**src/hdl/stack_bytecode_machine_core_assert.svh**
```systemverilog
// Assertion macros for the stack bytecode machine core
`ifndef STACK_BYTECODE_MACHINE_CORE_ASSERT_SVH
`define STACK_BYTECODE_MACHINE_CORE_ASSERT_SVH

`ifndef SYNTH
`define SBM_ASSERT_IMP(lbl, clk, rstn, ante, cons) \
	lbl: assert property (@(posedge clk) disable iff (!rstn) (ante) |-> (cons)) \
		else $error("sbm assertion failed");
`define SBM_ASSERT_NEXT(lbl, clk, rstn, ante, cons) \
	lbl: assert property (@(posedge clk) disable iff (!rstn) (ante) |=> (cons)) \
		else $error("sbm assertion failed");
`else
`define SBM_ASSERT_IMP(lbl, clk, rstn, ante, cons)
`define SBM_ASSERT_NEXT(lbl, clk, rstn, ante, cons)
`endif

`endif

```
**src/hdl/sbm_mod_div.sv**
```systemverilog
`default_nettype none
module sbm_mod_div (
	input  wire logic        clk,
	input  wire logic        arst_n,
	input  wire logic        start,
	input  wire logic [15:0] dividend,
	input  wire logic [15:0] divisor,
	output logic             done,
	output logic [15:0]      remainder
);
	logic [15:0] rem_q;
	logic [15:0] quo_q;
	logic [15:0] div_q;
	logic [4:0]  cnt_q;
	logic        busy_q;
	logic        done_q;
	logic [16:0] trial;
	logic [16:0] diff;

	assign trial = {rem_q, quo_q[15]};
	assign diff  = trial - {1'b0, div_q};

	always_ff @(posedge clk or negedge arst_n) begin
		if (!arst_n) begin
			busy_q <= 1'b0;
			done_q <= 1'b0;
			cnt_q  <= '0;
		end else begin
			done_q <= 1'b0;
			if (start) begin
				busy_q <= 1'b1;
				cnt_q  <= 5'd16;
			end else if (busy_q) begin
				cnt_q <= cnt_q - 5'd1;
				if (cnt_q == 5'd1) begin
					busy_q <= 1'b0;
					done_q <= 1'b1;
				end
			end
		end
	end

	always_ff @(posedge clk) begin
		if (start) begin
			rem_q <= '0;
			quo_q <= dividend;
			div_q <= divisor;
		end else if (busy_q) begin
			quo_q <= {quo_q[14:0], 1'b0};
			rem_q <= diff[16] ? trial[15:0] : diff[15:0];
		end
	end

	assign done      = done_q;
	assign remainder = rem_q;
endmodule
`default_nettype wire

```
**config.mk**
```make
export PLATFORM = sky130hd
export DESIGN_NAME = sbm_mod_div
export DESIGN_NICKNAME = d
export VERILOG_FILES = /design/src/hdl/stack_bytecode_machine_core_assert.svh /design/src/hdl/sbm_mod_div.sv
export SDC_FILE = /design/constraint.sdc
export NUM_CORES = 1
export LEC_CHECK = 0
export BUFFER_PORTS_ARGS = -buffer_cell sky130_fd_sc_hd__clkbuf_2
export CORE_MARGIN = 1.5
export CORE_UTILIZATION = 45
export CTS_CLUSTER_DIAMETER = 50
export CTS_CLUSTER_SIZE = 8
export DETAILED_ROUTE_END_ITERATION = 7
export GPL_TIMING_DRIVEN = 0
export PLACE_DENSITY_LB_ADDON = 0.12
export SYNTH_ARGS = -nofsm -noshare
export SYNTH_HDL_FRONTEND = slang
export SYNTH_SLANG_ARGS = --single-unit
```
**constraint.sdc**
```tcl
create_clock -name clk -period 2.73 [get_ports clk]
set_input_delay 0.819 -clock clk [delete_from_list [all_inputs] [get_ports clk]]
set_output_delay 0.819 -clock clk [all_outputs]
set_load 0.02 [all_outputs]
```
* Yosys cells after proc, flatten, opt, wreduce, memory -nomap -nowiden
Cells that the tools add are included.
** Cells by class
- $add $sub $neg :: 2
- Muxes and demuxes :: 11
- Equality and inequality tests :: 1
- Reduce and logical (&&, ||, !) cells :: 1
** Operators with widths (count)
- 16-bit two-way mux :: 3
- 17-bit by 16-bit subtractor with 17-bit output :: 1
- 5-bit two-way mux :: 2
- 1-bit two-way mux :: 6
- 5-bit by 1-bit == test with 1-bit output, second input constant :: 1
- 5-bit by 1-bit subtractor with 5-bit output, second input constant :: 1
- 2-bit nonzero test :: 1
** Storage, ports and cells
- Bits in registers :: 55
- Logic and storage cells :: 21
- Output and inout bits :: 17
- Input port bits :: 35

* Longest topological paths before layout
Gate-level depths: netlist (run 1).
- Depth after elaboration :: 4
- Gate-level depth with buffers :: 12
- Mapped depth without buffers :: 10

* Worst setup path before layout (run 1)
No wires, ideal clock.
- Kind :: register to register
- Start point :: register rem_q[0] (netlist: remainder[0])
- End point :: register rem_q[14] (netlist: remainder[14])
- Required time :: 2.608 ns
- Slack :: -0.049 ns
- Cell stages (with the launch flop) :: 11
- Data arrival time :: 2.657 ns
- Buffers on the path :: 2
- Period minus slack after synthesis :: 2.779 ns
- Cell sequence :: dfxtp_1 > inv_1 > fa_1 > nand2b_1 > a21oi_2 > o21ai_2 > o311a_1 > or3_1 > buf_6 > buf_8 > a221o_1
** On the way
- Cells in the longest elaborated chain, start to end :: 2
** Ends and longest elaborated chain
- start, declared :: line sbm_mod_div.sv:11 : logic [15:0] rem_q;
- start signal, assigned :: line sbm_mod_div.sv:50 : rem_q <= diff[16] ? trial[15:0] : diff[15:0];
- 17-bit by 16-bit subtractor with 17-bit output :: line sbm_mod_div.sv:21 : assign diff = trial - {1'b0, div_q};
- 16-bit two-way mux :: line sbm_mod_div.sv:50
No other way between the ends.
A chain may end at the register's enable or synchronous reset.

* Worst setup path in the final report (run 1)
- Start point :: register quo_q[15]
- End point :: register rem_q[14] (netlist: remainder[14])
** On the way
- Cells in the longest elaborated chain, start to end :: 2
** Ends and longest elaborated chain
- start, declared :: line sbm_mod_div.sv:12 : logic [15:0] quo_q;
- start signal, assigned :: line sbm_mod_div.sv:46 : quo_q <= dividend;
- start signal, assigned :: line sbm_mod_div.sv:49 : quo_q <= {quo_q[14:0], 1'b0};
- 17-bit by 16-bit subtractor with 17-bit output :: line sbm_mod_div.sv:21
- 16-bit two-way mux :: line sbm_mod_div.sv:50
No other way between the ends.

==> impl_results.html, run 1 <==
<table>
<tr><th>Metric</th><th>Value</th></tr>
<tr><th colspan="2">Status</th></tr>
<tr><td>Status</td><td>finished, violations left</td></tr>
<tr><td>Violations in the final reports</td><td>DRC</td></tr>
<tr><th colspan="2">Timing</th></tr>
<tr><td>Fin crit share</td><td>0.9754</td></tr>
<tr><td>Worst Tran Pin Value</td><td>587.6 ps</td></tr>
<tr><td>Slew headroom</td><td>0.6078</td></tr>
<tr><td>Hold Worst Slack</td><td>316.3 ps</td></tr>
<tr><td>Max frequency</td><td>375.5 MHz</td></tr>
<tr><td>Max Clock Skew</td><td>7.579 ps</td></tr>
<tr><td>Final setup viols</td><td>0</td></tr>
<tr><td>Count of final hold-check violations</td><td>0</td></tr>
<tr><td>Setup repair after global routing missed its margin</td><td>true</td></tr>
<tr><td>Max-slew violation count</td><td>0</td></tr>
<tr><td>Min Clock Period, post-route</td><td>2663 ps</td></tr>
<tr><td>Setup TNS after final layout</td><td>0 ps</td></tr>
<tr><th colspan="2">Floorplanning</th></tr>
<tr><td>Boundary Pins</td><td>52</td></tr>
<tr><td>Starting utilization of the core area</td><td>0.4756</td></tr>
<tr><td>Die Footprint</td><td>0.007331 sq mm</td></tr>
<tr><td>Number of rows in the core area</td><td>29</td></tr>
<tr><td>Placeable Area</td><td>0.006459 sq mm</td></tr>
<tr><td>Height of the die</td><td>85.62 um</td></tr>
<tr><td>Horizontal die dimension</td><td>85.62 um</td></tr>
<tr><th colspan="2">Detailed routing</th></tr>
<tr><td>Via density</td><td>5.210</td></tr>
<tr><td>Detailed-route via count</td><td>2235</td></tr>
<tr><td>Final wirelength</td><td>6015 um</td></tr>
<tr><td>Drt drc</td><td>2</td></tr>
<tr><td>Routed wire length per instance</td><td>14.02 um</td></tr>
<tr><td>Iteration-0 DRC Markers</td><td>70</td></tr>
<tr><td>ANT nets after route</td><td>0</td></tr>
<tr><td>Number of iterations in the first detailed-routing pass</td><td>6</td></tr>
<tr><th colspan="2">Finish</th></tr>
<tr><td>Layout net count</td><td>405</td></tr>
<tr><td>Antenna diode count</td><td>0</td></tr>
<tr><td>Share of post-route cells with drive strength above 1</td><td>0.3040</td></tr>
<tr><td>Final core area utilization</td><td>0.5573</td></tr>
<tr><td>Area overhead of the layout relative to synthesis</td><td>17.19%</td></tr>
<tr><td>Filler-free cell count of the finished design</td><td>429</td></tr>
<tr><th colspan="2">Worst setup path</th></tr>
<tr><td>Type of the setup path with the least slack</td><td>reg2reg</td></tr>
<tr><td>Worst-path maximum fanout</td><td>10</td></tr>
<tr><td>Setup slack, reg-to-reg</td><td>70 ps</td></tr>
<tr><td>Cell-by-cell trace of the critical path</td><td>inv_2, ha_2, fa_2, nand2b_4, a21oi_4, o21ai_4, o311a_1, or3_4, buf_6, buf_8, a221o_1</td></tr>
<tr><td>Critical Path End Type</td><td>flop</td></tr>
<tr><td>Required @ worst endpoint</td><td>2940 ps</td></tr>
<tr><td>Endpoint arrival time on the critical path</td><td>2880 ps</td></tr>
<tr><td>Highest-delay cell along the critical path</td><td>edfxtp_1</td></tr>
<tr><td>Type of origin of the critical path</td><td>flop</td></tr>
<tr><td>Delay of the slowest cell on the worst path</td><td>350 ps</td></tr>
<tr><th colspan="2">Synth</th></tr>
<tr><td>Distinct cell type count of the synthesized netlist</td><td>54</td></tr>
<tr><td>Sequential-to-total area share from yosys stat</td><td>0.4741</td></tr>
<tr><td>Number of instances in the synthesized netlist</td><td>290</td></tr>
<tr><td>Area leader, netlist</td><td>edfxtp_1</td></tr>
<tr><td>Most common flop cell mapped by yosys</td><td>edfxtp_1</td></tr>
<tr><td>Most frequent cell after synthesis</td><td>nand2_1</td></tr>
<tr><td>Number of synthesized flops with an enable pin</td><td>32</td></tr>
<tr><td>Post-synthesis area per instance</td><td>10.59 sq um</td></tr>
<tr><td>Count of state elements after synthesis</td><td>55</td></tr>
<tr><td>Largest cells by area after synthesis</td><td>edfxtp_1 (31%), dfxtp_1 (10%), ha_1 (7.3%), mux2_2 (5.9%), dfrtp_1 (5.7%)</td></tr>
<tr><td>Synth warnings</td><td>0</td></tr>
<tr><td>Commonest cells post-synth</td><td>nand2_1 (33), edfxtp_1 (32), inv_1 (24)</td></tr>
<tr><td>Post-Syn Area</td><td>0.003072 sq mm</td></tr>
<tr><td>Synthesized net count</td><td>344</td></tr>
<tr><td>Top-area cell type share of the netlist area</td><td>0.3128</td></tr>
<tr><td>Fraction of registers with async set/reset</td><td>0.1273</td></tr>
<tr><th colspan="2">Power</th></tr>
<tr><td>Total Power Consumption</td><td>2.770 mW</td></tr>
<tr><td>Leakage power of the design</td><td>1.553 nW</td></tr>
<tr><td>Max rail drop VDD</td><td>0.3391 mV</td></tr>
<tr><td>Total power per unit cell area</td><td>769.6 mW/mm^2</td></tr>
<tr><th colspan="2">Global route</th></tr>
<tr><td>Global-route wire length before repair</td><td>10060 um</td></tr>
<tr><td>Largest net degree at the start of global routing</td><td>19</td></tr>
<tr><td>Global routing usage on met3</td><td>0.03754</td></tr>
<tr><td>Via count of the first global-routing pass</td><td>2182</td></tr>
<tr><td>Most heavily used metal layer in global routing</td><td>met2</td></tr>
<tr><td>M1 GR Usage</td><td>0.2350</td></tr>
<tr><td>Antenna violations before repair</td><td>0</td></tr>
<tr><td>Residual overflow from global routing</td><td>0</td></tr>
<tr><td>Grt met2 use</td><td>0.2806</td></tr>
<tr><td>Global-route usage over all layers</td><td>0.1749</td></tr>
<tr><th colspan="2">Clocking</th></tr>
<tr><td>Root Buffer</td><td>clkbuf_8</td></tr>
<tr><td>Clock Tree Buf Depth</td><td>2</td></tr>
<tr><td>H-tree levels</td><td>2</td></tr>
<tr><td>Insertion delay to the later sink of the worst-skew pair</td><td>320 ps</td></tr>
<tr><td>Cts hold-fix bufs</td><td>0</td></tr>
<tr><td>Clock sink count</td><td>55</td></tr>
<tr><td>Number of CTS-inserted buffers</td><td>5</td></tr>
<tr><td>TritonCTS clock tree</td><td>yes</td></tr>
<tr><td>Register clock-pin slew on the reported worst setup and hold paths</td><td>100 ps</td></tr>
<tr><th colspan="2">Job</th></tr>
<tr><td>Max-Cap Viols</td><td>0</td></tr>
<tr><th colspan="2">Min path</th></tr>
<tr><td>Hold Crit Class</td><td>in2async</td></tr>
<tr><th colspan="2">Place</th></tr>
<tr><td>Half-perimeter wire length of the detailed placement result</td><td>4435 um</td></tr>
<tr><td># port buffers</td><td>51</td></tr>
<tr><td>Routability cong.</td><td>0.8782</td></tr>
<tr><td>Total placed cells including tap cells</td><td>418</td></tr>
</table>
[path summary, 6_finish.rpt]
| kind | start | end | depth (start not counted) |
|---|---|---|---|
| hold / removal | arst_n | done$_DFF_PN0_ | 1 |
| max in group asynchronous | arst_n | cnt_q[1]$_DFFE_PN0P_ | 1 |
| setup reg to reg | quo_q[15]$_DFFE_PP_ | remainder[14]$_SDFFE_PP0P_ | 11 |
| hold reg to reg | remainder[3]$_SDFFE_PP0P_ | remainder[3]$_SDFFE_PP0P_ | 2 |
| min in group clk | remainder[3]$_SDFFE_PP0P_ | remainder[3]$_SDFFE_PP0P_ | 2 |
| setup / recovery | quo_q[15]$_DFFE_PP_ | remainder[14]$_SDFFE_PP0P_ | 11 |
[power by group]
group	internal (mW)	leakage [nW]	switching (mW)
Sequential	1.03	0.542	0.105
Combinational	0.536	0.969	0.631
Clock	0.184	0.0408	0.282
Total	1.75	1.55	1.02
[cell type report]
type / count / area [sq um]
clock buffer: 5 / 68.82
clock inverter: 3 / 23.77
timing repair buffer: 54 / 277.8
fill: 628 / 2859
multi-input combinational: 201 / 1514
inverter: 24 / 90.09
buffer: 10 / 71.32
tap: 77 / 96.34
sequential: 55 / 1458
[metrics by stage]
step	worst slack (ps)	area, sq um
2_1_floorplan	32.25	3073
3_3_place_gp	-161.4	3425
3_5_place_dp	-172.6	3425
4_1_cts	-27.81	3567
5_1_grt	-50.15	3600
6_report	67.20	3600
[cell usage in the layout, fill, tap and decap left out, types with 6 or more instances in the layout]
cell type,n
xnor2_1,10
mux2_2,16
mux2i_1,6
inv_1,23
clkbuf_2,51
dfrtp_1,7
clkbuf_1,6
ha_1,17
nor2_1,19
o21ai_0,8
edfxtp_1,32
a311oi_1,7
a21oi_1,12
dfxtp_1,15
nand2_1,33
[kinds of logic after synthesis]
kind of cell             after synthesis  share of synthesized area
AO/OA/AOI/OAI                         56                     0.1320
flip-flops                            55                     0.4741
AND/OR/NAND/NOR                       89                     0.1426
XOR/XNOR                              15                    0.04277
adder cells (fa/ha/maj)               19                    0.07984
buffers and inverters                 34                    0.05051
multiplexers                          22                    0.07821
[registers in the layout, indices dropped and copies added, names as in the netlist]
name,count
quo_q,16
remainder,16
cnt_q,5
done,1
busy_q,1
div_q,16
[layer usage]
metal	vias to the layer above	wire length, um	part of all wire
li1	1159	-	-
met1	1020	2804	0.47
met2	51	2779	0.46
met3	5	371	0.062
met4	0	60	0.010
met5	-	0	0
[critical path, delay by kind of cell (launching register included)]
family | cells | cell delay [ps]
adder cells (fa/ha/maj) | 2 | 540
flip-flops | 1 | 350
AND/OR/NAND/NOR | 2 | 500
buffers and inverters | 3 | 320
AO/OA/AOI/OAI | 4 | 850
[what timing repair did]
action	4_1_cts	5_1_grt
gates cloned	0	0
pin swaps	5	3
setup endpoints to repair	14	14
buffers inserted	2	1
gates resized for setup	8	8
Power figures use the tool's default switching activity.
==> inputs of run 2 (changes only) <==
--- a/config.mk
+++ b/config.mk
@@ -12,7 +12,7 @@
 export CTS_CLUSTER_SIZE = 8
 export DETAILED_ROUTE_END_ITERATION = 7
 export GPL_TIMING_DRIVEN = 0
-export PLACE_DENSITY_LB_ADDON = 0.12
+export PLACE_DENSITY = 0.74
 export SYNTH_ARGS = -nofsm -noshare
 export SYNTH_HDL_FRONTEND = slang
 export SYNTH_SLANG_ARGS = --single-unit
==> impl_results.html, run 2 (synthesis results as in run 1) <==
<table>
<tr><th>Metric</th><th>Value</th></tr>
<tr><th colspan="2">Floorplanning</th></tr>
<tr><td>Number of rows in the core area</td><td>29</td></tr>
<tr><td>Height of the die</td><td>85.62 um</td></tr>
<tr><td>Horizontal die dimension</td><td>85.62 um</td></tr>
<tr><td>Starting utilization of the core area</td><td>0.4756</td></tr>
<tr><td>Boundary Pins</td><td>52</td></tr>
<tr><td>Placeable Area</td><td>0.006459 sq mm</td></tr>
<tr><td>Die Footprint</td><td>0.007331 sq mm</td></tr>
<tr><th colspan="2">Detailed routing</th></tr>
<tr><td>Iteration-0 DRC Markers</td><td>97</td></tr>
<tr><td>Final wirelength</td><td>6209 um</td></tr>
<tr><td>Drt drc</td><td>2</td></tr>
<tr><td>Routed wire length per instance</td><td>14.37 um</td></tr>
<tr><td>Number of iterations in the first detailed-routing pass</td><td>6</td></tr>
<tr><td>Via density</td><td>5.424</td></tr>
<tr><td>Detailed-route via count</td><td>2343</td></tr>
<tr><td>ANT nets after route</td><td>0</td></tr>
<tr><th colspan="2">Clocking</th></tr>
<tr><td>Insertion delay to the later sink of the worst-skew pair</td><td>320 ps</td></tr>
<tr><td>Number of CTS-inserted buffers</td><td>5</td></tr>
<tr><td>H-tree levels</td><td>2</td></tr>
<tr><td>Root Buffer</td><td>clkbuf_8</td></tr>
<tr><td>Register clock-pin slew on the reported worst setup and hold paths</td><td>110 ps</td></tr>
<tr><td>TritonCTS clock tree</td><td>yes</td></tr>
<tr><td>Clock sink count</td><td>55</td></tr>
<tr><td>Clock Tree Buf Depth</td><td>2</td></tr>
<tr><th colspan="2">Power</th></tr>
<tr><td>Switching share of total power</td><td>0.3728</td></tr>
<tr><td>Share of total power in sequential cells</td><td>0.402</td></tr>
<tr><td>Clk network pwr share</td><td>0.178</td></tr>
<tr><td>Total power per unit cell area</td><td>775.6 mW/mm^2</td></tr>
<tr><td>Total internal power</td><td>1.770 mW</td></tr>
<tr><td>Max rail drop VDD</td><td>0.4763 mV</td></tr>
<tr><td>Leakage power of the design</td><td>1.580 nW</td></tr>
<tr><td>Combinational cell fraction of total power</td><td>0.419</td></tr>
<tr><td>Net load switching power</td><td>1.052 mW</td></tr>
<tr><th colspan="2">Worst setup path</th></tr>
<tr><td>Required @ worst endpoint</td><td>2940 ps</td></tr>
<tr><td>Highest-delay cell along the critical path</td><td>edfxtp_1</td></tr>
<tr><td>Worst-path maximum fanout</td><td>10</td></tr>
<tr><td>Endpoint arrival time on the critical path</td><td>2870 ps</td></tr>
<tr><td>Delay of the slowest cell on the worst path</td><td>390 ps</td></tr>
<tr><td>Type of origin of the critical path</td><td>flop</td></tr>
<tr><td>Critical Path End Type</td><td>flop</td></tr>
<tr><td>Type of the setup path with the least slack</td><td>reg2reg</td></tr>
<tr><td>Cell-by-cell trace of the critical path</td><td>ha_2, fa_2, nand2b_4, a21oi_4, o21ai_4, o311a_1, or3_4, buf_6, buf_8, a221o_1</td></tr>
<tr><th colspan="2">Status</th></tr>
<tr><td>Violations in the final reports</td><td>DRC</td></tr>
<tr><td>Status</td><td>finished, violations left</td></tr>
<tr><th colspan="2">Place</th></tr>
<tr><td>Half-perimeter wire length of the detailed placement result</td><td>4625 um</td></tr>
<tr><td>Routability cong.</td><td>0.8840</td></tr>
<tr><td># port buffers</td><td>51</td></tr>
<tr><td>Pre-CTS setup slack</td><td>-165.7 ps</td></tr>
<tr><th colspan="2">Global route</th></tr>
<tr><td>Residual overflow from global routing</td><td>0</td></tr>
<tr><td>Via count of the first global-routing pass</td><td>2319</td></tr>
<tr><td>Largest net degree at the start of global routing</td><td>21</td></tr>
<tr><td>Global-route wire length before repair</td><td>10700 um</td></tr>
<tr><td>Global-route usage over all layers</td><td>0.1827</td></tr>
<tr><td>Antenna violations before repair</td><td>0</td></tr>
<tr><th colspan="2">Finish</th></tr>
<tr><td>Layout filler cell count</td><td>590</td></tr>
<tr><td>Layout net count</td><td>408</td></tr>
<tr><td>Area overhead of the layout relative to synthesis</td><td>18.45%</td></tr>
<tr><td>Highest-count cells in the layout ignoring fill and taps</td><td>clkbuf_2 (51), nand2_1 (32), edfxtp_1 (32)</td></tr>
<tr><td>Antenna diode count</td><td>0</td></tr>
<tr><td>Share of post-route cells with drive strength above 1</td><td>0.3099</td></tr>
<tr><td>Final core area utilization</td><td>0.5633</td></tr>
<tr><td>Commonest non-fill, non-tap cell in the layout</td><td>clkbuf_2</td></tr>
<tr><th colspan="2">Timing</th></tr>
<tr><td>Max-slew violation count</td><td>0</td></tr>
<tr><td>Fin crit share</td><td>0.9745</td></tr>
<tr><td>Slew headroom</td><td>0.6127</td></tr>
<tr><td>Final setup viols</td><td>0</td></tr>
<tr><td>Min Clock Period, post-route</td><td>2661 ps</td></tr>
<tr><td>Count of final hold-check violations</td><td>0</td></tr>
<tr><td>Max frequency</td><td>375.9 MHz</td></tr>
<tr><td>Slack of the critical path</td><td>69.49 ps</td></tr>
<tr><td>Max Clock Skew</td><td>9.010 ps</td></tr>
<tr><td>Setup repair after global routing missed its margin</td><td>true</td></tr>
<tr><td>Worst Tran Pin Value</td><td>580.3 ps</td></tr>
<tr><th colspan="2">Job</th></tr>
<tr><td>Max-Cap Viols</td><td>0</td></tr>
<tr><th colspan="2">Min path</th></tr>
<tr><td>Hold Crit Class</td><td>in2async</td></tr>
</table>
run 2: cell types whose count changed in the layout (fill, tap and decap cells not counted), sizes merged:
| cell | previous run | this run |
|---|---|---|
| buf | 7 | 10 |
| clkinv | 0 | 1 |
| clkinvlp | 2 | 0 |
| inv | 25 | 26 |
run 2: worst max-delay path, delay by kind of cell (launching register included):
kind | cells | cell delay (ps)
fa+ha+maj | 2 | 550
flops | 1 | 390
buf+inv | 2 | 260
simple gates | 2 | 500
compound gates | 4 | 860
run 2: path summary, 6_finish.rpt:
check	from	end	slack, ps	cells past startpoint
max	div_q[0]$_DFFE_PP_	remainder[14]$_SDFFE_PP0P_	70	10
min	arst_n	cnt_q[2]$_DFFE_PN0P_	310	1
max reg2reg	div_q[0]$_DFFE_PP_	remainder[14]$_SDFFE_PP0P_	70	10
min reg2reg	remainder[2]$_SDFFE_PP0P_	remainder[2]$_SDFFE_PP0P_	500	2
max in group asynchronous	arst_n	busy_q$_DFF_PN0_	2250	1
min in group clk	remainder[2]$_SDFFE_PP0P_	remainder[2]$_SDFFE_PP0P_	500	2
run 2: final cells by class:
cell class                 instances  area, sq um  share of cell area
timing repair buffer              57        300.3             0.08253
clock buffer                       5        68.82             0.01891
clock inverter                     3        31.28            0.008597
buffer                            10        67.56             0.01857
inverter                          24        90.09             0.02476
tap                               77        96.34             0.02648
multi-input combinational        201         1526              0.4195
sequential                        55         1458              0.4006
run 2: power groups by stage:
stage	clock network (mW)	registers, mW	logic (mW)
detailed placement	0	1.15	1.09
global placement	0	1.15	1.06
CTS	0.514	1.14	1.14
floorplan	0	1.20	0.775
finish	0.503	1.14	1.18
global route	0.550	1.16	1.32
run 2: layer usage:
metal / wire length [um] / global-route usage
met4: 98 / 0.06305
met2: 2990 / 0.3071
met5: 0 / 0
met3: 277 / 0.04331
met1: 2842 / 0.2315
run 2: timing repair:
action                     in CTS  in global routing
buffers inserted                2                  4
setup endpoints to repair      14                 14
pin swaps                       3                  4
resized for setup               7                  9
hold buffers                    0                  0
run 2: stage by stage:
step	area (sq um)	total power [mW]	hold slack, ps	std cells	setup TNS [ps]
floorplan	3073	1.973	485.4	290	0
detailed placement	3425	2.240	499.8	418	-891.2
global placement	3425	2.210	486.9	418	-253.3
finish	3638	2.822	313.8	432	0
global route	3638	3.021	316.6	432	-111.4
CTS	3570	2.791	314.8	428	-60.83
==> inputs of run 3 (changes only) <==
--- a/config.mk
+++ b/config.mk
@@ -7,12 +7,12 @@
 export LEC_CHECK = 0
 export BUFFER_PORTS_ARGS = -buffer_cell sky130_fd_sc_hd__clkbuf_2
 export CORE_MARGIN = 1.5
-export CORE_UTILIZATION = 45
+export CORE_UTILIZATION = 43
 export CTS_CLUSTER_DIAMETER = 50
 export CTS_CLUSTER_SIZE = 8
 export DETAILED_ROUTE_END_ITERATION = 7
 export GPL_TIMING_DRIVEN = 0
-export PLACE_DENSITY = 0.74
+export PLACE_DENSITY = 0.71
 export SYNTH_ARGS = -nofsm -noshare
 export SYNTH_HDL_FRONTEND = slang
 export SYNTH_SLANG_ARGS = --single-unit
==> impl_results.html, run 3 (synthesis results as in run 1) <==
<table>
<tr><th>Metric</th><th>Value</th></tr>
<tr><th colspan="2">Timing</th></tr>
<tr><td>Max-slew violation count</td><td>0</td></tr>
<tr><td>Max frequency</td><td>372.6 MHz</td></tr>
<tr><td>Min Clock Period, post-route</td><td>2684 ps</td></tr>
<tr><td>Count of final hold-check violations</td><td>0</td></tr>
<tr><td>Fin crit share</td><td>0.9830</td></tr>
<tr><td>Slew headroom</td><td>0.5982</td></tr>
<tr><td>Setup TNS after final layout</td><td>0 ps</td></tr>
<tr><td>Max Clock Skew</td><td>9.584 ps</td></tr>
<tr><td>Worst Tran Pin Value</td><td>602.1 ps</td></tr>
<tr><td>Setup repair after global routing missed its margin</td><td>true</td></tr>
<tr><td>Final setup viols</td><td>0</td></tr>
<tr><th colspan="2">Worst setup path</th></tr>
<tr><td>Critical Path End Type</td><td>flop</td></tr>
<tr><td>Kind of cell with the highest combined delay on the critical path</td><td>compound AO/OA/AOI/OAI gates</td></tr>
<tr><td>Required @ worst endpoint</td><td>2940 ps</td></tr>
<tr><td>Type of the setup path with the least slack</td><td>reg2reg</td></tr>
<tr><td>Highest-delay cell along the critical path</td><td>edfxtp_1</td></tr>
<tr><td>Type of origin of the critical path</td><td>flop</td></tr>
<tr><td>Endpoint arrival time on the critical path</td><td>2890 ps</td></tr>
<tr><td>Crit path buf inv count</td><td>2</td></tr>
<tr><td>Cell-by-cell trace of the critical path</td><td>ha_4, fa_2, nand2b_4, a21oi_4, o21ai_4, o311a_1, or3_1, buf_6, buf_8, a221o_1</td></tr>
<tr><td>Register-to-Register Path Depth</td><td>10</td></tr>
<tr><td>Worst-path maximum fanout</td><td>10</td></tr>
<tr><td>Delay of the slowest cell on the worst path</td><td>430 ps</td></tr>
<tr><td>Crit path depth</td><td>10</td></tr>
<tr><th colspan="2">Detailed routing</th></tr>
<tr><td>Number of iterations in the first detailed-routing pass</td><td>4</td></tr>
<tr><td>Final wirelength</td><td>6256 um</td></tr>
<tr><td>Routed wire length per instance</td><td>13.93 um</td></tr>
<tr><td>Detailed-route via count</td><td>2299</td></tr>
<tr><td>Wl on met1</td><td>2887 um</td></tr>
<tr><td>Detailed-routed wire length on met3</td><td>371 um</td></tr>
<tr><td>Via density</td><td>5.120</td></tr>
<tr><td>Met2 Routed Length</td><td>2942 um</td></tr>
<tr><td>Iteration-0 DRC Markers</td><td>108</td></tr>
<tr><td>Uppermost signal routing layer after detailed routing</td><td>met4</td></tr>
<tr><td>Drt drc</td><td>0</td></tr>
<tr><td>ANT nets after route</td><td>0</td></tr>
<tr><th colspan="2">Job</th></tr>
<tr><td>Max-Cap Viols</td><td>0</td></tr>
<tr><th colspan="2">Finish</th></tr>
<tr><td>Share of post-route cells with drive strength above 1</td><td>0.3003</td></tr>
<tr><td>Area overhead of the layout relative to synthesis</td><td>18.33%</td></tr>
<tr><td>Final core area utilization</td><td>0.5291</td></tr>
<tr><td>Commonest non-fill, non-tap cell in the layout</td><td>clkbuf_2</td></tr>
<tr><td>Layout filler cell count</td><td>642</td></tr>
<tr><td>Layout net count</td><td>406</td></tr>
<tr><td>Antenna diode count</td><td>0</td></tr>
<tr><td>Highest-count cells in the layout ignoring fill and taps</td><td>clkbuf_2 (51), nand2_1 (32), edfxtp_1 (32)</td></tr>
<tr><th colspan="2">Floorplanning</th></tr>
<tr><td>Boundary Pins</td><td>52</td></tr>
<tr><td>Horizontal die dimension</td><td>87.52 um</td></tr>
<tr><td>Placeable Area</td><td>0.006869 sq mm</td></tr>
<tr><td>Die Footprint</td><td>0.007660 sq mm</td></tr>
<tr><td>Starting utilization of the core area</td><td>0.4472</td></tr>
<tr><td>Height of the die</td><td>87.52 um</td></tr>
<tr><td>Number of rows in the core area</td><td>30</td></tr>
<tr><th colspan="2">Power</th></tr>
<tr><td>Clk network pwr share</td><td>0.180</td></tr>
<tr><td>Leakage power of the design</td><td>1.568 nW</td></tr>
<tr><td>Total internal power</td><td>1.757 mW</td></tr>
<tr><td>Share of total power in sequential cells</td><td>0.408</td></tr>
<tr><td>Total power per unit cell area</td><td>770.3 mW/mm^2</td></tr>
<tr><td>Combinational cell fraction of total power</td><td>0.412</td></tr>
<tr><td>Net load switching power</td><td>1.043 mW</td></tr>
<tr><td>Switching share of total power</td><td>0.3725</td></tr>
<tr><td>Max rail drop VDD</td><td>0.3431 mV</td></tr>
<tr><th colspan="2">Place</th></tr>
<tr><td>Routability cong.</td><td>0.9155</td></tr>
<tr><td>Half-perimeter wire length of the detailed placement result</td><td>4639 um</td></tr>
<tr><td># port buffers</td><td>51</td></tr>
<tr><th colspan="2">Clocking</th></tr>
<tr><td>H-tree levels</td><td>2</td></tr>
<tr><td>Cts hold-fix bufs</td><td>0</td></tr>
<tr><td>Clock sink count</td><td>55</td></tr>
<tr><td>Root Buffer</td><td>clkbuf_8</td></tr>
<tr><td>TritonCTS clock tree</td><td>yes</td></tr>
<tr><td>Register clock-pin slew on the reported worst setup and hold paths</td><td>110 ps</td></tr>
<tr><td>Clock Tree Buf Depth</td><td>2</td></tr>
<tr><td>Insertion delay to the later sink of the worst-skew pair</td><td>320 ps</td></tr>
<tr><td>Number of CTS-inserted buffers</td><td>5</td></tr>
<tr><th colspan="2">Global route</th></tr>
<tr><td>Antenna violations before repair</td><td>0</td></tr>
<tr><td>Global-route wire length before repair</td><td>10340 um</td></tr>
<tr><td>Residual overflow from global routing</td><td>0</td></tr>
<tr><td>Largest net degree at the start of global routing</td><td>21</td></tr>
<tr><td>Global-route usage over all layers</td><td>0.1739</td></tr>
<tr><td>Via count of the first global-routing pass</td><td>2241</td></tr>
<tr><th colspan="2">Status</th></tr>
<tr><td>Status</td><td>finished clean</td></tr>
<tr><th colspan="2">Min path</th></tr>
<tr><td>Hold Crit Class</td><td>in2async</td></tr>
</table>
## run 3: cell count changes in the layout (fill, tap and decap cells not counted), sizes merged
cell    before  now
buf         10    8
inv         26   27
clkinv       1    0
## run 3: cell type report
class                           count  area (sq um)  area share
Sequential cell                    55          1458      0.4010
Timing Repair Buffer               55         285.3     0.07849
Multi-Input combinational cell    201          1514      0.4165
Tap cell                           96         120.1     0.03305
Buffer                             10         67.56     0.01859
Clock buffer                        5         68.82     0.01893
Inverter                           24         90.09     0.02478
Clock inverter                      3         31.28    0.008606
## run 3: power by group through the flow
| stage | logic [mW] | clock network, mW | registers (mW) |
|---|---|---|---|
| floorplan | 0.775 | 0 | 1.20 |
| global placement | 1.06 | 0 | 1.15 |
| detailed placement | 1.08 | 0 | 1.16 |
| CTS | 1.14 | 0.526 | 1.14 |
| global route | 1.28 | 0.547 | 1.17 |
| finish | 1.15 | 0.504 | 1.14 |
## run 3: final timing paths
| path | from | endpoint | slack [ps] |
|---|---|---|---|
| max in group asynchronous | arst_n | done$_DFF_PN0_ | 2250 |
| min in group clk | remainder[4]$_SDFFE_PP0P_ | remainder[4]$_SDFFE_PP0P_ | 510 |
| setup / recovery | div_q[0]$_DFFE_PP_ | remainder[14]$_SDFFE_PP0P_ | 50 |
| hold reg to reg | remainder[4]$_SDFFE_PP0P_ | remainder[4]$_SDFFE_PP0P_ | 510 |
| setup reg to reg | div_q[0]$_DFFE_PP_ | remainder[14]$_SDFFE_PP0P_ | 50 |
| hold / removal | arst_n | cnt_q[2]$_DFFE_PN0P_ | 310 |
## run 3: metrics by stage
step	instances	setup WS (ps)	area, sq um	total power [mW]	hold slack (ps)
floorplan	290	32.25	3073	1.973	485.4
global placement	437	-153.0	3448	2.217	492.9
detailed placement	437	-151.1	3448	2.245	498.7
CTS	447	-40.75	3598	2.813	314.3
global route	449	-45.11	3635	2.995	312.2
finish	449	46.49	3635	2.800	314.8
## run 3: timing repair
| action | 4_1_cts | 5_1_grt |
|---|---|---|
| buffers inserted | 2 | 2 |
| gates resized for setup | 7 | 6 |
| setup endpoints to repair | 12 | 12 |
| pin swaps | 4 | 4 |
## run 3: layer usage
| layer | track usage | vias to the layer above |
|---|---|---|
| met5 | 0 | - |
| li1 | - | 1157 |
| met1 | 0.2258 | 1073 |
| met2 | 0.2930 | 64 |
| met3 | 0.03886 | 5 |
| met4 | 0.04762 | 0 |
## run 3: worst reg2reg max path: stages, from the launching register on
cell and delay [ps]:
edfxtp_1 430, ha_4 190, fa_2 340, nand2b_4 160
a21oi_4 160, o21ai_4 90, o311a_1 320, or3_1 330
buf_6 150, buf_8 130, a221o_1 290
